$ cat config.mk
export PLATFORM = sky130hd
export DESIGN_NAME = shj_stats
export DESIGN_NICKNAME = d
export VERILOG_FILES = /design/src/rtl/shj_pkg.sv /design/src/rtl/shj_stats.sv
export SDC_FILE = /design/constraint.sdc
export NUM_CORES = 1
export LEC_CHECK = 0
export BUFFER_PORTS_ARGS = -buffer_cell sky130_fd_sc_hd__buf_4
export CORE_ASPECT_RATIO = 2
export CORE_MARGIN = 2
export CORE_UTILIZATION = 50
export DETAILED_ROUTE_END_ITERATION = 8
export PLACE_DENSITY_LB_ADDON = 0.15
export SLEW_MARGIN = 30
export SYNTH_ARGS = -nofsm -noshare
export SYNTH_HDL_FRONTEND = slang
export SYNTH_SLANG_ARGS = --single-unit
$ cat constraint.sdc
create_clock -name clock -period 7.7 [get_ports clock]
set_clock_uncertainty 0.15 [all_clocks]
set_input_delay 0 -clock clock [delete_from_list [all_inputs] [get_ports clock]]
set_output_delay 0 -clock clock [all_outputs]
set_load 0.03 [all_outputs]
$ cat src/rtl/shj_pkg.sv
// ----------------------------------------------------------------------------
// shj_pkg
// Shared types, constants and helpers for the sample histogram and jitter
// block.
// ----------------------------------------------------------------------------
package shj_pkg;

   localparam int SAMPLE_WIDTH        = 12;
   localparam int STAMP_WIDTH         = 32;
   localparam int LIMIT_WIDTH         = 16;
   localparam int TAKEN_WIDTH         = 16;
   localparam int OUT_COUNT_WIDTH     = 16;

   localparam int BIN_COUNT_DEFAULT   = 4096;
   localparam int COUNT_WIDTH_DEFAULT = 16;

   localparam logic [LIMIT_WIDTH-1:0]  LIMIT_RESET = 16'd1000;
   localparam logic [SAMPLE_WIDTH-1:0] SAMPLE_TOP  = 12'hFFF;

   // operation codes carried in tuser
   localparam logic OP_RECORD = 1'b0;
   localparam logic OP_READ   = 1'b1;

   // running statistics
   typedef struct packed {
      logic [SAMPLE_WIDTH-1:0] min_sample;
      logic [SAMPLE_WIDTH-1:0] max_sample;
      logic [STAMP_WIDTH-1:0]  min_interval;
      logic [STAMP_WIDTH-1:0]  max_interval;
      logic [TAKEN_WIDTH-1:0]  samples_taken;
   } stats_type;

   // magnitude of the wrapped difference, read as signed
   function automatic logic [STAMP_WIDTH-1:0] abs_interval(
      input logic [STAMP_WIDTH-1:0] now_ts,
      input logic [STAMP_WIDTH-1:0] prev_ts
   );
      logic [STAMP_WIDTH-1:0] diff;
      diff = now_ts - prev_ts;
      if (diff[STAMP_WIDTH-1]) begin
         diff = '0 - diff;
      end
      return diff;
   endfunction

endpackage

$ cat src/rtl/shj_stats.sv
// ----------------------------------------------------------------------------
// shj_stats
// Running minimum and maximum of kept samples and of the intervals between
// their timestamps, plus the count of kept samples.
// ----------------------------------------------------------------------------
module shj_stats (
   input  logic                            clock,
   input  logic                            reset,
   input  logic                            upd,
   input  logic [shj_pkg::SAMPLE_WIDTH-1:0] sample,
   input  logic [shj_pkg::STAMP_WIDTH-1:0]  stamp,
   output shj_pkg::stats_type               stats_cur,
   output shj_pkg::stats_type               stats_upd
);
   import shj_pkg::*;

   stats_type              stats_ff, stats_in;
   logic [STAMP_WIDTH-1:0] prev_ts_ff, prev_ts_in;
   logic [STAMP_WIDTH-1:0] interval;

   assign interval = abs_interval(stamp, prev_ts_ff);

   // fold in one kept sample
   always_comb begin
      stats_in   = stats_ff;
      prev_ts_in = prev_ts_ff;
      if (upd) begin
         if (sample < stats_ff.min_sample) begin
            stats_in.min_sample = sample;
         end
         if (sample > stats_ff.max_sample) begin
            stats_in.max_sample = sample;
         end
         if (stats_ff.samples_taken != '0) begin
            if (interval < stats_ff.min_interval) begin
               stats_in.min_interval = interval;
            end
            if (interval > stats_ff.max_interval) begin
               stats_in.max_interval = interval;
            end
         end
         prev_ts_in             = stamp;
         stats_in.samples_taken = stats_ff.samples_taken + 1'b1;
      end
   end

   always_ff @(posedge clock) begin
      if (reset) begin
         stats_ff.min_sample    <= SAMPLE_TOP;
         stats_ff.max_sample    <= '0;
         stats_ff.min_interval  <= '1;
         stats_ff.max_interval  <= '0;
         stats_ff.samples_taken <= '0;
         prev_ts_ff             <= '0;
      end else begin
         stats_ff   <= stats_in;
         prev_ts_ff <= prev_ts_in;
      end
   end

   assign stats_cur = stats_ff;
   assign stats_upd = stats_in;

`ifndef SYNTHESIS
   a_min_le_max : assert property (@(posedge clock) disable iff (reset)
      stats_ff.samples_taken != '0 |-> stats_ff.min_sample <= stats_ff.max_sample)
      else $error("minimum sample above maximum");
   a_iv_order : assert property (@(posedge clock) disable iff (reset)
      stats_ff.samples_taken >= 2 |-> stats_ff.min_interval <= stats_ff.max_interval)
      else $error("minimum interval above maximum");
   a_empty : assert property (@(posedge clock) disable iff (reset)
      stats_ff.samples_taken == '0 |->
         stats_ff.min_sample == SAMPLE_TOP && stats_ff.max_sample == '0)
      else $error("extremes moved with no sample taken");
`endif

endmodule

==> metrics.md <==
| Metric | Value |
|---|---|
| Run status | `finished, final reports clean` |
| DIE AREA | `22800 um^2` |
| RSZ-0062 raised after global routing | `no` |
| Clk sink count | `136` |
| Ant diodes | `0` |
| # H-tree levels | `4` |
| Most frequent cells in the layout | `264 x buf_4, 142 x inv_1, 136 x dfxtp_1` |
| DRT antenna net count | `0` |
| Post-synth ARST share | `0` |
| Clk pin slew, worst setup/hold paths | `60 ps` |
| Mapped Nets | `1503` |
| Synth Cell Area | `10800 um^2` |
| Final setup viols | `0` |
| Core area | `21400 um^2` |
| LEAKAGE | `6.65 nW` |
| Avg Vias per Cell | `5.69` |
| Pre-Repair DR Iteration Count | `5` |
| Yosys warnings | `0` |
| Worst min path class | `primary input to register` |
| Overflow after GRT | `0` |
| Area occupied by multi-input gates | `7350 um^2` |
| Hold depth | `3` |
| Nets | `1774` |
| Arr. time, crit path | `7120 ps` |
| Vias in the first global route | `10600` |
| WL final | `35.4 mm` |
| FF+latch area | `2720 um^2` |
| Drt drc | `0` |
| Synth unique cells | `86` |
| Relative slew slack | `0.391` |
| CTS root buf | `clkbuf_16` |
| Initial antenna violation count | `0` |
| Tmin final | `7270 ps` |
| FMAX | `138 MHz` |
| Die Width | `108 um` |
| Tot GR Track Use | `0.307` |
| Final core occ | `0.655` |
| Ys flop type | `dfxtp_1` |
| Synth-to-layout area growth | `29.8%` |
| Final Wtd Congestion | `0.939` |
| Yosys reg bits | `136` |
| HPWL Detailed | `28.2 mm` |
| Vias | `10800` |
| Hold Vio Cnt, Final | `0` |
| Pwr/cell area | `257 nW/um^2` |
| Critical path launch point type | `register` |
| Starting density of the core | `0.504` |
| Port Buf Inserts | `254` |
| First-pass GRT wire length | `54.0 mm` |
| Syn Area/Cell | `8.08 um^2` |
| Pins Over Slew Limit | `0` |
| CTS Buf Count | `17` |
| Commonest non-fill, non-tap cell in the layout | `buf_4` |
| FP Rows | `76` |
| Die height | `212 um` |
| Peak supply drop | `0.171 mV` |
| Crit path max fanout | `33` |
| Worst slew pin tran | `910 ps` |
| Ratio of cells with drive above 1 in the final layout | `0.229` |
| DRT iter0 DRCs | `584` |
| Fillers | `1912` |
| Ports | `255` |
| CTS tree | `yes` |
| Clock tree buffer depth | `2` |
| R2R depth | `23` |
| Largest net degree at the start of global routing | `57` |
| Period utilization | `0.944` |
| Setup TNS | `0 ps` |
| Wire per inst | `18.7 um` |
| Number of flops mapped to enable cells by yosys | `0` |
| Worst Setup End Kind | `output pin` |
| Mapped Cells | `1335` |
| Seq/Total Area, Yosys | `0.252` |
| CP Class | `register to output pin` |
| Max-cap check violation count | `0` |
| Critical Path RT | `7550 ps` |
| Worst skew pair latency | `440 ps` |
where the power goes:
group	leakage, nW	switching [mW]	internal, mW
logic	5.23	1.20	0.693
registers	1.12	0.0587	0.776
clock network	0.303	0.321	0.553
total	6.65	1.58	2.02
stage by stage:
stage / cells / hold slack, ps / power, mW / setup WS [ps] / cell area [um^2]
after global placement: 1814 / 97.9 / 2.67 / 680 / 12900
after detailed placement: 1814 / 105 / 2.70 / 684 / 12900
final: 1890 / 35.0 / 3.60 / 430 / 14000
after floorplan: 1335 / -2.83 / 2.08 / 1800 / 10800
after CTS: 1889 / 3.42 / 3.60 / 167 / 13900
after global routing: 1890 / 41.5 / 3.81 / 32.5 / 14000
final cells by class:
type                       count  share of cell area
clock buffer                  21              0.0329
timing repair buffer         310               0.174
tap                          273              0.0244
multi-input combinational    997               0.525
inverter                     144              0.0387
sequential                   136               0.194
clock inverter                 9              0.0106
cells in the mapped netlist, types with 32 or more instances:
| cell type | instances | area (um^2) |
|---|---|---|
| clkbuf_1 | 43 | 161 |
| dfxtp_1 | 136 | 2720 |
| inv_1 | 143 | 537 |
| xnor2_1 | 33 | 289 |
| ha_1 | 120 | 1500 |
| nor2_1 | 114 | 428 |
| mux2_2 | 32 | 360 |
| o211ai_1 | 37 | 278 |
| nand2_1 | 93 | 349 |
| o21ai_0 | 67 | 335 |
| mux2i_1 | 35 | 350 |
| and2_1 | 42 | 263 |
| a21oi_1 | 74 | 370 |
what timing repair did:
item,in CTS,in global routing
buffers inserted,0,1
setup endpoints to repair,0,32
hold buffers,45,0
endpoints found under the hold margin,76,0
resized for setup,0,10
routing by layer:
layer	vias up	global-route usage	wire length, um
met5	-	0	0
met4	0	0.165	1790
met3	101	0.0536	1460
met2	343	0.614	20000
met1	5050	0.281	12200
li1	5266	-	-
sequential cells by signal (all words and copies together) (netlist names):
register and count:
prev_ts_ff 32, stats_cur 104
path summary, 6_finish.rpt:
kind	from	end	slack, ps
worst max register to register	prev_ts_ff[19]	stats_cur[24]	840
worst min-delay path	upd	prev_ts_ff[31]	40
worst max-delay path	prev_ts_ff[19]	stats_upd[47]	430
worst min register to register	prev_ts_ff[22]	prev_ts_ff[22]	340
critical path: stages (launching register included):
cell and delay (ps):
dfxtp_1 330, inv_1 50, ha_1 410, a21oi_1 410, o211ai_1 200, a2111oi_0 750, o211ai_1 280, nand2_1 180
xnor2_1 190, nor4_4 480, a31oi_1 170, xnor2_1 390, inv_1 150, ha_1 350, nand4_1 100, nor2_1 180
and3_1 280, o21ai_0 130, a32oi_1 350, a41oi_1 160, nor2_4 160, inv_1 110, buf_4 250, nor3_1 260
or2_2 170, buf_4 160
logic make-up (layout without fill, tap and decap cells):
| group | Yosys count | after routing | synth area share |
|---|---|---|---|
| flops | 136 | 136 | 0.252 |
| xor+xnor | 66 | 66 | 0.0550 |
| compound gates | 356 | 356 | 0.235 |
| buf+inv | 202 | 484 | 0.0719 |
| fa+ha+maj | 121 | 121 | 0.141 |
| simple gates | 386 | 386 | 0.178 |
| mux | 68 | 68 | 0.0671 |
(Power assumes the default switching activity.)
